### src/rtl/mp4_pkg.sv
`timescale 1ns / 1ps
// ----------------------------------------------------------------------------
// mp4_pkg
// Shared types and constants of the 4x4 fixed-point matrix product block.
// ----------------------------------------------------------------------------
package mp4_pkg;

    // default matrix order
    localparam int DIM_DEF = 4;
    // columns carried by one transaction
    localparam int NCOL    = 4;
    // element width, signed Q16.16
    localparam int DATA_W  = 32;
    // truncated product width: 64-bit product without its low 16 bits
    localparam int TERM_W  = 48;
    localparam int FRAC_W  = 16;

    // one input transaction: one row of each operand
    typedef struct packed {
        logic signed [DATA_W-1:0] left_col0;
        logic signed [DATA_W-1:0] left_col1;
        logic signed [DATA_W-1:0] left_col2;
        logic signed [DATA_W-1:0] left_col3;
        logic signed [DATA_W-1:0] right_col0;
        logic signed [DATA_W-1:0] right_col1;
        logic signed [DATA_W-1:0] right_col2;
        logic signed [DATA_W-1:0] right_col3;
    } t_in_item;

    // one output transaction: one product row
    typedef struct packed {
        logic [1:0]               row_index;
        logic signed [DATA_W-1:0] prod_col0;
        logic signed [DATA_W-1:0] prod_col1;
        logic signed [DATA_W-1:0] prod_col2;
        logic signed [DATA_W-1:0] prod_col3;
        logic                     last_row;
    } t_out_item;

    // step tag travelling alongside the multiply-accumulate pipeline
    typedef struct packed {
        logic       vld;
        logic       first;
        logic       last;
        logic       last_row;
        logic [1:0] row_index;
    } t_mac_ctl;

endpackage

### src/rtl/mp4_store.sv
`timescale 1ns / 1ps
// ----------------------------------------------------------------------------
// mp4_store
// Matrix row memory: one row per entry, one write port, one read port with
// registered read data.
// ----------------------------------------------------------------------------
module mp4_store #(
    parameter int DIM = mp4_pkg::DIM_DEF
) (
    input  logic                             i_clk,
    input  logic                             i_wr_en,
    input  logic [$clog2(DIM)-1:0]           i_wr_addr,
    input  logic [DIM*mp4_pkg::DATA_W-1:0]   i_wr_data,
    input  logic                             i_rd_en,
    input  logic [$clog2(DIM)-1:0]           i_rd_addr,
    output logic [DIM*mp4_pkg::DATA_W-1:0]   o_rd_data
);
    import mp4_pkg::*;

    logic [DIM*DATA_W-1:0] r_mem [DIM];
    logic [DIM*DATA_W-1:0] r_rd_data;

    // write port
    always_ff @(posedge i_clk) begin
        if (i_wr_en) begin
            r_mem[i_wr_addr] <= i_wr_data;
        end
    end

    // read port, data held while the pipeline is stalled
    always_ff @(posedge i_clk) begin
        if (i_rd_en) begin
            r_rd_data <= r_mem[i_rd_addr];
        end
    end

    assign o_rd_data = r_rd_data;

endmodule

### config.mk
export PLATFORM = sky130hd
export DESIGN_NAME = mp4_store
export DESIGN_NICKNAME = d
export VERILOG_FILES = /design/src/rtl/mp4_pkg.sv /design/src/rtl/mp4_store.sv
export SDC_FILE = /design/constraint.sdc
export NUM_CORES = 1
export LEC_CHECK = 0
export ABC_AREA = 1
export BUFFER_PORTS_ARGS = -buffer_cell sky130_fd_sc_hd__buf_2
export CAP_MARGIN = 20
export CORE_MARGIN = 2
export CORE_UTILIZATION = 35
export DETAILED_ROUTE_END_ITERATION = 10
export MAX_ROUTING_LAYER = met4
export PLACE_DENSITY = 0.52
export SLEW_MARGIN = 20
export SYNTH_ARGS = -nofsm -noshare
export SYNTH_HDL_FRONTEND = slang
export SYNTH_SLANG_ARGS = --single-unit
export TNS_END_PERCENT = 10
### constraint.sdc
create_clock -name i_clk -period 11.2 [get_ports i_clk]
set_input_delay 1.68 -clock i_clk [delete_from_list [all_inputs] [get_ports i_clk]]
set_output_delay 1.68 -clock i_clk [all_outputs]
set_load 0.01 [all_outputs]
== Word-level counts from Yosys, hierarchy flattened ==
Memories as Yosys holds them, arrays and structs flattened. A register that Yosys moved wholly into a read port is not among the register bits.
Cells that the tools add are included.
Word-level totals
  memories kept: 1
  flip-flop bits (word level): 0
  logic and storage cells: 3
  bits in writable memories: 512
  input port bits: 135
Cells by class
  mux-type cells: 2
Memory list
  r_mem: words 4, width 128, read ports 1, clocked after memory_dff 1, wr ports 1, line mp4_store.sv:20  | logic [DIM*DATA_W-1:0] r_mem [DIM];
Operator list (count)
  $mux 1: 2

== Logic depth before layout (Yosys ltp) ==
  depth after elaboration: 2
  gate-level depth with buffers: 7
  depth with buffers taken out: 4

== Worst setup path after synthesis ==
Ideal clock, no wire load.
  path type: input to register
  start point: in i_wr_addr[1]
  end point: mem r_mem[0][0] (netlist name) (enable)
  library setup time: 0.774 ns
  setup slack: -0.088 ns
  cell stages on the path: 1
  arrival: 10.514 ns
  path through: nor3_1
RTL lines
  start: declaration: line mp4_store.sv:12  | input logic [$clog2(DIM)-1:0] i_wr_addr,
  end: declaration: line mp4_store.sv:20
No word-level cell before the write port.

==> impl_metrics.yaml <==
routing:
  detailroute.via_count: 14974
  post_drt_via_cell_ratio: 4.37
  wire_per_inst_um: 16.3
  dr.first_iter.drc_count: 952
  final_ant_viol_nets: 0
  drt_pass1_iterations: 5
  route.detailed.drc: 0
  routed_wire_length_um: 55900
timing:
  slew_worst_pin_ps: 1050
  holdWs_ps: 603
  hold_viol_final: 0
  max_clock_freq_mhz: 288
  layout_min_cycle_time_ps: 3470
  fin_crit_sh: 0.310
  finalSetupViolations: 0
  worst_slew_margin_rel: 0.302
  rsz0062_at_grt: "false"
  slew_viol_final: 0
  finalClockSkew_ps: 22.8
clock_network:
  tritoncts: "yes"
  clock_tree.root_cell: "sky130_fd_sc_hd__clkbuf_16"
  tritoncts_buffers: 72
  cts_setup_buffers: 0
  cts_num_sinks: 640
  number_of_h_tree_levels: 3
  ctsHoldBuffers: 0
  worst_skew_pair_latency_ps: 610
  cts.repair.resized: 0
  clkTransAtPathRegs_ps: 60
  cts.path.max_buffers: 3
power:
  max-vdd-ir-drop_mv: 0.109
  p_per_cell_area_nw_per_um2: 182
  static-leakage-power_nw: 13.2
floorplan:
  die_y_um: 274
  num_rows: 98
  die_width_um: 274
  start_util: 0.355
  coreArea_um2: 71900
  boundaryPins: 263
  dieArea_um2: 75000
layout:
  multiInputGateArea_um2: 3730
  layout.cells.most_common_list: "sky130_fd_sc_hd__nand2_1 (640), sky130_fd_sc_hd__edfxtp_1 (640), sky130_fd_sc_hd__inv_1 (515), sky130_fd_sc_hd__buf_2 (259), sky130_fd_sc_hd__nand3_1 (256)"
  flow.area_growth_from_synthesis_pct: 17.7
  sequential_area_um2: 19200
  share_of_cells_above_drive_strength_1: 0.157
  final-instance-count-excl-fill: 3430
  num-fill-cells: 6620
  finalNetCount: 2543
global_route:
  grt_first_pass_wirelength_um: 85000
  grt_overflow: 0
  first_global_vias: 14899
  grt_start_max_net_pins: 174
  number_of_antenna_violations_at_the_first_check_in_global_routing: 15
  track_usage: 0.154
yosys:
  net_count_after_synthesis: 2277
  synth_cell_type_count: 9
  proportion_of_synthesized_chip_area_in_sequential_cells: 0.754
  syn-instance-count: 2142
  synthDominantAreaCellType: "sky130_fd_sc_hd__edfxtp_1"
  synth_seq_cells: 640
  synth.cell_area_um2: 25500
  synth_top_cell_area_share: 0.754
  postSynthAreaPerCell_um2: 11.9
  synthesis.yosys.warnings: 0
  synth.area.top_cells: "sky130_fd_sc_hd__edfxtp_1 (75%), sky130_fd_sc_hd__nand2_1 (9.4%), sky130_fd_sc_hd__inv_1 (7.6%)"
critical_path:
  cp_num_buf_inv: 3
  path_depth: 6
  rr_worst_depth: 4
  critical_path_class: "input pin to register"
  worst_setup_path_end_kind: "register"
  worst-endpoint-required_ps: 11540
  worst_path_largest_cell_delay_ps: 810
  critPathTopFamily: "buffers and inverters"
  timing.critical_path.fanout_max: 107
  timing.critical_path.slowest_stage_cell: "sky130_fd_sc_hd__buf_4"
  cp.arrival_ps: 3820
  cp-start-kind: "input pin"
  cpMostUsedCell: "sky130_fd_sc_hd__nand2_1"
  worstPathCellList: "clkbuf_8 -> inv_8 -> buf_4 -> nand2_1 -> nand3_1 -> nand2_1"
place:
  post-place-cells: 3281
  hpwlAfterDp_um: 28700
  gp_congestion: 0.726
  portBuffers: 262
job:
  max_cap_violations: 0
status:
  status: "complete, no violations"
hold_path:
  worst_min_delay_path_class: "register to register"
  timing.hold.worst_path_depth: 4
==> worst register-to-register path: cells and delay by family (launching register included) <==
kind                   cells  cell delay (ps)
buffers and inverters      1               60
AND/OR/NAND/NOR            3              240
flip-flops                 1              360
==> path summary, 6_finish.rpt <==
path / slack [ps] / endpoint / from
setup / recovery: 7730 / o_rd_data[48] / i_rd_addr[0]
hold reg to reg: 600 / o_rd_data[122] / r_mem[3][122]
hold / removal: 600 / o_rd_data[122] / r_mem[3][122]
setup reg to reg: 10270 / o_rd_data[105] / r_mem[1][105]
==> logic make-up after synthesis <==
family,synth area share
buf+inv,0.101
flops,0.754
simple gates,0.145
==> flip-flops by register name, summed over array words and instances (netlist names) <==
| signal | cells |
|---|---|
| o_rd_data | 128 |
| r_mem | 512 |
==> through the flow <==
step                setup TNS, ps  setup WS (ps)   util  power, mW  cell area [um^2]
detailed placement              0           6530  0.384       3.20             27600
floorplan                  -22430          -87.6      -       3.07             25500
finish                          0           7730  0.418       5.47             30000
CTS                             0           7170  0.416       5.56             29900
global placement                0           6670  0.384       3.19             27600
global route                    0           7480  0.418       5.70             30000
==> power by group <==
group,switching [mW],leakage [nW],internal (mW)
Combinational,0.226,6.08,0.101
Clock,0.935,1.15,1.39
Sequential,0.0329,5.96,2.79
Total,1.19,13.2,4.28
==> layer usage <==
metal	track usage	vias to the layer above	routed length [um]
met5	-	-	0
met4	0.0589	0	1450
met3	0.0345	96	3390
met2	0.258	324	27700
met1	0.181	7185	23300
li1	-	7369	-
==> synth_stat cells <==
cell type and instances:
sky130_fd_sc_hd__buf_4 2, sky130_fd_sc_hd__inv_1 516, sky130_fd_sc_hd__inv_4 1, sky130_fd_sc_hd__nand3_1 256, sky130_fd_sc_hd__buf_6 33, sky130_fd_sc_hd__nor3_1 4, sky130_fd_sc_hd__nand2_1 640, sky130_fd_sc_hd__edfxtp_1 640
sky130_fd_sc_hd__buf_2 50
==> layout make-up <==
cell class / count / share of cell area
inverters: 517 / 0.0650
clock inverters: 44 / 0.0161
well taps: 950 / 0.0396
flip-flops and latches: 640 / 0.640
clock buffers: 87 / 0.0626
repair buffers: 277 / 0.0506
diodes: 15 / 0.00125
multi-input cells: 900 / 0.124
(Power assumes the default switching activity.)
